File: src/rtl/assert_macros.svh
// Assertion macros used by the semaphore RTL.
`ifndef ASSERT_MACROS_SVH
`define ASSERT_MACROS_SVH

// Same-cycle implication, checked outside reset.
`define ASSERT_NOW(label, clk, rst_n, ante, cons, msg) \
    label: assert property (@(posedge clk) disable iff (!rst_n) (ante) |-> (cons)) \
        else $error(msg);

// Next-cycle implication, checked outside reset.
`define ASSERT_NEXT(label, clk, rst_n, ante, cons, msg) \
    label: assert property (@(posedge clk) disable iff (!rst_n) (ante) |=> (cons)) \
        else $error(msg);

`endif

File: src/rtl/csemq_pkg.sv
// Types and constants of the counting semaphore with waiter queue.
package csemq_pkg;

    localparam int TASK_W    = 4;
    localparam int AMT_W     = 16;
    localparam int KIND_W    = 3;
    localparam int TASK_SPACE = 1 << TASK_W;

    typedef enum logic [KIND_W-1:0] {
        K_GRANTED  = 3'd0,
        K_BLOCKED  = 3'd1,
        K_WOKEN    = 3'd2,
        K_PUT_DONE = 3'd3,
        K_REFUSED  = 3'd4
    } t_kind;

    localparam logic OP_GET = 1'b0;
    localparam logic OP_PUT = 1'b1;

    // One waiter list entry.
    typedef struct packed {
        logic [TASK_W-1:0] tid;
        logic [AMT_W-1:0]  need;
    } t_entry;

endpackage

File: src/rtl/counting_semaphore_waiter_queue.sv
// Counting semaphore with an ordered waiter list held in a one-port-write memory.
//
//   channel | valid       | ready        | payload
//   --------+-------------+--------------+----------------------------------------
//   in      | i_in_valid  | o_in_ready   | i_opcode, i_task_id, i_amount
//   out     | o_out_valid | i_out_ready  | o_kind, o_result_task, o_count_now, o_last
//   cfg     | i_cfg_valid | o_cfg_ready  | i_cfg_data
//
// A get gives one result beat. A put walks the list: the walk reads one list entry
// per cycle from the waiter memory unless a wake beat waits on a stalled output
// (registered read, next read issued while the current entry is judged) and
// compacts the kept entries in place, then the put_done beat closes it.
// Synchronous active-low reset; the waiter memory needs no clearing pass.
// A stall holds the walk at a wake or put_done; input is taken only while idle.
module counting_semaphore_waiter_queue #(
    parameter int MAX_TASKS  = 16,
    parameter int COUNT_BITS = 16
) (
    input  logic                              i_clk,
    input  logic                              i_rst_n,

    input  logic                              i_in_valid,
    output logic                              o_in_ready,
    input  logic                              i_opcode,
    input  logic [csemq_pkg::TASK_W-1:0]      i_task_id,
    input  logic [csemq_pkg::AMT_W-1:0]       i_amount,

    output logic                              o_out_valid,
    input  logic                              i_out_ready,
    output csemq_pkg::t_kind                  o_kind,
    output logic [csemq_pkg::TASK_W-1:0]      o_result_task,
    output logic [csemq_pkg::AMT_W-1:0]       o_count_now,
    output logic                              o_last,

    input  logic                              i_cfg_valid,
    output logic                              o_cfg_ready,
    input  logic [csemq_pkg::AMT_W-1:0]       i_cfg_data
);
    import csemq_pkg::*;

    `include "assert_macros.svh"

    localparam int CW = (COUNT_BITS > AMT_W) ? COUNT_BITS : AMT_W;
    localparam int AW = (MAX_TASKS > 1) ? $clog2(MAX_TASKS) : 1;
    localparam int TW = $clog2(MAX_TASKS + 1);
    localparam logic [CW:0] COUNT_MAX = (CW+1)'({COUNT_BITS{1'b1}});

    typedef enum logic {
        S_IDLE,
        S_WALK
    } t_state;

    // waiter list memory
    t_entry r_mem [MAX_TASKS];
    t_entry r_rd_data;

    t_state                  r_state, n_state;
    logic [COUNT_BITS-1:0]   r_count, n_count;
    logic [COUNT_BITS-1:0]   r_budget, n_budget;
    logic [TW-1:0]           r_total, n_total;
    logic [TW-1:0]           r_scan, n_scan;
    logic [TW-1:0]           r_kept, n_kept;
    logic                    r_pend, n_pend;
    logic [TASK_SPACE-1:0]   r_waiting, n_waiting;

    logic                    r_out_valid, n_out_valid;
    t_kind                   r_kind, n_kind;
    logic [TASK_W-1:0]       r_otask, n_otask;
    logic [AMT_W-1:0]        r_ocount, n_ocount;
    logic                    r_olast, n_olast;

    logic                    out_free;
    logic                    in_fire;
    logic                    cfg_fire;
    logic                    rd_en;
    logic [AW-1:0]           rd_addr;
    logic                    wr_en;
    logic [AW-1:0]           wr_addr;
    t_entry                  wr_data;
    logic [CW:0]             put_sum;
    logic [CW-1:0]           cnt_ext;
    logic [CW-1:0]           bud_ext;
    logic [CW-1:0]           need_ext;
    logic                    fits;

    assign out_free    = !r_out_valid || i_out_ready;
    assign o_in_ready  = (r_state == S_IDLE) && out_free;
    assign o_cfg_ready = (r_state == S_IDLE);
    assign in_fire     = i_in_valid && o_in_ready;
    assign cfg_fire    = i_cfg_valid && o_cfg_ready;

    assign o_out_valid   = r_out_valid;
    assign o_kind        = r_kind;
    assign o_result_task = r_otask;
    assign o_count_now   = r_ocount;
    assign o_last        = r_olast;

    assign cnt_ext  = CW'(r_count);
    assign bud_ext  = CW'(r_budget);
    assign need_ext = CW'(r_rd_data.need);
    assign fits     = (r_budget != '0) && (need_ext <= bud_ext);
    assign put_sum  = (CW+1)'(r_count) + (CW+1)'(i_amount);

    always_comb begin
        n_state     = r_state;
        n_count     = r_count;
        n_budget    = r_budget;
        n_total     = r_total;
        n_scan      = r_scan;
        n_kept      = r_kept;
        n_pend      = r_pend;
        n_waiting   = r_waiting;
        n_out_valid = r_out_valid && !i_out_ready;
        n_kind      = r_kind;
        n_otask     = r_otask;
        n_ocount    = r_ocount;
        n_olast     = r_olast;
        rd_en       = 1'b0;
        rd_addr     = '0;
        wr_en       = 1'b0;
        wr_addr     = r_total[AW-1:0];
        wr_data     = '{tid: i_task_id, need: i_amount};

        unique case (r_state)
            S_IDLE: begin
                if (cfg_fire) begin
                    n_count = COUNT_BITS'(CW'(i_cfg_data));
                end
                if (in_fire) begin
                    n_out_valid = 1'b1;
                    n_olast     = 1'b1;
                    n_otask     = i_task_id;
                    if (i_opcode == OP_GET) begin
                        priority if (r_waiting[i_task_id]) begin
                            n_kind = K_REFUSED;
                        end else if (cnt_ext >= CW'(i_amount)) begin
                            n_count = COUNT_BITS'(cnt_ext - CW'(i_amount));
                            n_kind  = K_GRANTED;
                        end else if (r_total >= TW'(MAX_TASKS)) begin
                            n_kind = K_REFUSED;
                        end else begin
                            wr_en                = 1'b1;
                            n_total              = r_total + 1'b1;
                            n_waiting[i_task_id] = 1'b1;
                            n_kind               = K_BLOCKED;
                        end
                    end else begin
                        // saturating add; budget starts at the new count
                        n_count     = (put_sum > COUNT_MAX) ? COUNT_BITS'(COUNT_MAX)
                                                            : COUNT_BITS'(put_sum);
                        n_budget    = n_count;
                        n_out_valid = r_out_valid && !i_out_ready;
                        rd_en       = (r_total != '0);
                        rd_addr     = '0;
                        n_pend      = (r_total != '0);
                        n_scan      = (r_total != '0) ? TW'(1) : '0;
                        n_kept      = '0;
                        n_state     = S_WALK;
                    end
                    n_ocount = AMT_W'(CW'(n_count));
                end
            end
            S_WALK: begin
                if (r_pend) begin
                    if (!fits || out_free) begin
                        if (fits) begin
                            n_budget                  = COUNT_BITS'(bud_ext - need_ext);
                            n_waiting[r_rd_data.tid]  = 1'b0;
                            n_out_valid               = 1'b1;
                            n_kind                    = K_WOKEN;
                            n_otask                   = r_rd_data.tid;
                            n_olast                   = 1'b0;
                            n_ocount                  = AMT_W'(cnt_ext);
                        end else begin
                            // kept entries slide down; kept never passes scan
                            wr_en   = 1'b1;
                            wr_addr = r_kept[AW-1:0];
                            wr_data = r_rd_data;
                            n_kept  = r_kept + 1'b1;
                        end
                        if (r_scan < r_total) begin
                            rd_en   = 1'b1;
                            rd_addr = r_scan[AW-1:0];
                            n_scan  = r_scan + 1'b1;
                        end else begin
                            n_pend = 1'b0;
                        end
                    end
                end else if (out_free) begin
                    n_out_valid = 1'b1;
                    n_kind      = K_PUT_DONE;
                    n_otask     = '0;
                    n_olast     = 1'b1;
                    n_ocount    = AMT_W'(cnt_ext);
                    n_total     = r_kept;
                    n_state     = S_IDLE;
                end
            end
            default: begin
                n_state = S_IDLE;
            end
        endcase
    end

    always_ff @(posedge i_clk) begin
        if (wr_en) begin
            r_mem[wr_addr] <= wr_data;
        end
        if (rd_en) begin
            r_rd_data <= r_mem[rd_addr];
        end
    end

    always_ff @(posedge i_clk) begin
        if (!i_rst_n) begin
            r_state     <= S_IDLE;
            r_count     <= '0;
            r_total     <= '0;
            r_pend      <= 1'b0;
            r_waiting   <= '0;
            r_out_valid <= 1'b0;
        end else begin
            r_state     <= n_state;
            r_count     <= n_count;
            r_total     <= n_total;
            r_pend      <= n_pend;
            r_waiting   <= n_waiting;
            r_out_valid <= n_out_valid;
        end
        r_budget <= n_budget;
        r_scan   <= n_scan;
        r_kept   <= n_kept;
        r_kind   <= n_kind;
        r_otask  <= n_otask;
        r_ocount <= n_ocount;
        r_olast  <= n_olast;
    end

    `ASSERT_NOW(a_total_bound, i_clk, i_rst_n, 1'b1, r_total <= TW'(MAX_TASKS),
        "waiter total exceeds list depth")
    `ASSERT_NOW(a_kept_behind_scan, i_clk, i_rst_n, r_state == S_WALK,
        (r_kept <= r_scan) && (r_scan <= r_total), "walk compaction overtook the read")
    `ASSERT_NOW(a_waiting_matches, i_clk, i_rst_n, r_state == S_IDLE,
        $countones(r_waiting) == int'(r_total), "waiting flags disagree with total")
    `ASSERT_NEXT(a_put_done_closes, i_clk, i_rst_n,
        (r_state == S_WALK) && !r_pend && out_free,
        r_out_valid && r_olast && (r_kind == K_PUT_DONE) && (r_state == S_IDLE),
        "walk end did not issue put_done")

endmodule
File: config.mk
export PLATFORM = sky130hd
export DESIGN_NAME = counting_semaphore_waiter_queue
export DESIGN_NICKNAME = d
export VERILOG_FILES = /design/src/rtl/csemq_pkg.sv /design/src/rtl/counting_semaphore_waiter_queue.sv
export VERILOG_INCLUDE_DIRS = /design/src /design/src/rtl
export SDC_FILE = /design/constraint.sdc
export NUM_CORES = 1
export LEC_CHECK = 0
export BUFFER_PORTS_ARGS = -buffer_cell sky130_fd_sc_hd__clkbuf_2
export CORE_MARGIN = 2
export CORE_UTILIZATION = 35
export DETAILED_ROUTE_END_ITERATION = 10
export PLACE_DENSITY = 0.61
export SETUP_SLACK_MARGIN = 0.15
export SKIP_CTS_REPAIR_TIMING = 1
export SLEW_MARGIN = 0
export SYNTH_ARGS = -nofsm -noshare
export SYNTH_HDL_FRONTEND = slang
export SYNTH_SLANG_ARGS = --single-unit
export TNS_END_PERCENT = 20
File: constraint.sdc
create_clock -name i_clk -period 5.8 [get_ports i_clk]
set_input_delay 1.74 -clock i_clk [delete_from_list [all_inputs] [get_ports i_clk]]
set_output_delay 1.74 -clock i_clk [all_outputs]
set_load 0.05 [all_outputs]
==> out/results.md <==
* initial cell density of the core: 0.354
* critical path required time: 6130 ps
* detailed-route wire length per cell: 21.5 um
* outcome: complete, no violations
* number of enable flip-flop cells after synthesis: 390
* leakage: 8.40 nW
* Synth Net Count: 1785
* number of filler cells placed in the layout: 5541
* Slew @ Worst Pin: 1240 ps
* Final Hold Violating Endpoints: 0
* iteration count of the initial detailed-routing pass: 5
* count of antenna-violating nets left after detailed routing: 0
* cts bufs inserted: 48
* overall routing resource usage: 0.178
* unrepaired setup endpoints after global routing: false
* unique cell type count in the Yosys netlist: 83
* drt initial violations: 1249
* share of the cycle needed by the critical path after routing: 0.833
* largest area contributor in the synthesized netlist: sky130_fd_sc_hd__edfxtp_1
* TritonCTS clock tree: yes
* worst clock skew on the final layout: 28.3 ps
* endpoint type of the worst setup path: flop
* vertical die dimension: 248 um
* #FFs+latches synth: 430
* post-synthesis sequential area ratio: 0.600
* Yosys warning count: 0
* via count of the first global-routing pass: 13900
* pre-CTS setup slack: 511 ps
* dominant cells by area after synthesis: sky130_fd_sc_hd__edfxtp_1 (56%), sky130_fd_sc_hd__dfxtp_1 (3.8%), sky130_fd_sc_hd__mux2_2 (3.5%), sky130_fd_sc_hd__ha_1 (3.4%), sky130_fd_sc_hd__a21oi_1 (2.8%)
* worst relative slew slack: 0.171
* worst hold slack after final layout: 477 ps
* max-cap violations: 0
* DRC: 0
* antenna violations before repair: 0
* crit start category: input port
* layout cell share with drive strength beyond 1: 0.180
* Pwr per Cell Area: 328 nW/um^2
* Final Wtd Congestion: 0.880
* min-delay worst type: flop to flop
* Skew-Pair Late Insertion Delay: 600 ps
* Die Footprint: 61600 um^2
* number of input and output port buffers inserted: 68
* peak supply drop: 192 uV
* synthesized area: 20900 um^2
* area added between synthesis and finish: 14.3%
* Setup Viol. Count Final: 0
* number of max-slew violations in the final report: 0
* ports placed on the boundary: 69
* most frequent standard cell in the layout excluding fill and tap cells: sky130_fd_sc_hd__edfxtp_1
* final critical delay including setup and external delays: 4830 ps
* CP Data Arrival Time: 5160 ps
* type of the worst setup path: input port to flop
* antenna diode count: 0
* final layout net count: 1866
* commonest non-fill, non-tap cells in the layout: sky130_fd_sc_hd__edfxtp_1 (390), sky130_fd_sc_hd__a21oi_1 (116), sky130_fd_sc_hd__inv_1 (113)
* pin count of the biggest net entering global routing: 61
* via density per instance: 5.48
* achievable clock frequency: 0.207 GHz
* asr flop ratio synth: 0
* Max Fanout on Critical Path: 22
* cell at the root of the clock tree: sky130_fd_sc_hd__clkbuf_16
* area share of the largest cell type after synthesis: 0.561
* global-route wire length before repair: 83000 um
* Detail Placement HPWL: 37400 um
* min setup slack post-route: 966 ps
* largest buffer count on any clock path: 3
* clock transition at the registers of the reported paths: 60 ps
* main flop type after synthesis: sky130_fd_sc_hd__edfxtp_1
* post-route setup TNS: 0 ps
* # clock sinks: 430
* Power, Total: 7.83 mW
* count of mapped cells out of synthesis: 1684
* number of cell rows: 89
* total number of vias: 14100
* sum of overflow across all layers after global routing: 0
* mean instance size in the synthesized netlist: 12.4 um^2
* die extent in x: 248 um
* Clock H-tree levels: 2
* overall routed net length: 55400 um
* Core Footprint: 59000 um^2
[cell families (layout without fill, tap and decap cells)]
kind of cell	Yosys count	in the layout	synth area share
AO/OA/AOI/OAI	433	433	0.137
flip-flops	430	430	0.600
AND/OR/NAND/NOR	380	380	0.0875
buffers and inverters	211	329	0.0405
multiplexers	136	136	0.0846
adder cells (fa/ha/maj)	59	59	0.0365
XOR/XNOR	35	35	0.0147
[cell type report]
type / count / area, um^2 / share of cell area
inverter: 116 / 435 / 0.0182
clock buffer: 58 / 1240 / 0.0519
timing repair buffer: 126 / 788 / 0.0330
multi-input combinational: 1043 / 7590 / 0.318
clock inverter: 29 / 322 / 0.0135
sequential: 430 / 12500 / 0.524
tap: 773 / 967 / 0.0405
[path summary, 6_finish.rpt]
kind / from / endpoint / slack, ps / depth (start not counted)
max: i_amount[2] / o_count_now[1] / 970 / 11
min: r_waiting[8] / r_waiting[8] / 480 / 2
max reg2reg: need_ext[0] / r_rd_data[16] / 1490 / 10
min reg2reg: r_waiting[8] / r_waiting[8] / 480 / 2
[routing by layer]
layer / GRT usage / wire length (um)
met3: 0.0292 / 3690
met2: 0.281 / 25300
met5: 0 / 0
met4: 0.0579 / 1440
met1: 0.249 / 24900
[report_power, final]
part           internal (mW)  switching (mW)  total [mW]
registers               3.51          0.0715        3.58
logic                  0.420           0.788        1.21
clock network           1.79            1.25        3.04
[synthesized netlist by cell type, drive strengths merged (21+ instances only)]
cell	instances
a221o	21
dfxtp	40
xnor2	25
inv	114
ha	56
a211oi	33
clkbuf	77
mux2i	47
a21oi	117
o31ai	28
o21ai	96
a31oi	22
nor2	125
nand2	111
mux4	25
or3	24
edfxtp	390
mux2	64
[critical path, cell delays in order]
cell and delay [ps]:
sky130_fd_sc_hd__clkbuf_2 110, sky130_fd_sc_hd__inv_1 60, sky130_fd_sc_hd__ha_1 440, sky130_fd_sc_hd__or2_1 200
sky130_fd_sc_hd__a221o_1 210, sky130_fd_sc_hd__a211oi_1 160, sky130_fd_sc_hd__o31ai_1 590, sky130_fd_sc_hd__a21o_1 880
sky130_fd_sc_hd__nand2_1 180, sky130_fd_sc_hd__mux2_2 320, sky130_fd_sc_hd__mux2_2 270
[metrics by stage]
stage / utilization / std cells / area (um^2)
finish: 0.404 / 2575 / 23900
global route: 0.404 / 2575 / 23900
CTS: 0.404 / 2575 / 23900
detailed placement: 0.378 / 2488 / 22300
global placement: 0.378 / 2488 / 22300
floorplan: - / 1684 / 20900
[state kept, by name, indices dropped and copies added (netlist names)]
name and count:
bud_ext 16, cnt_ext 16, need_ext 16, o_count_now 16, o_kind 3, o_last 1, o_out_valid 1, o_result_task 4
r_kept 5, r_mem 320, r_pend 1, r_rd_data 4, r_scan 5, r_state 1, r_total 5, r_waiting 16
No activity file was read; power rests on OpenSTA's default activity.
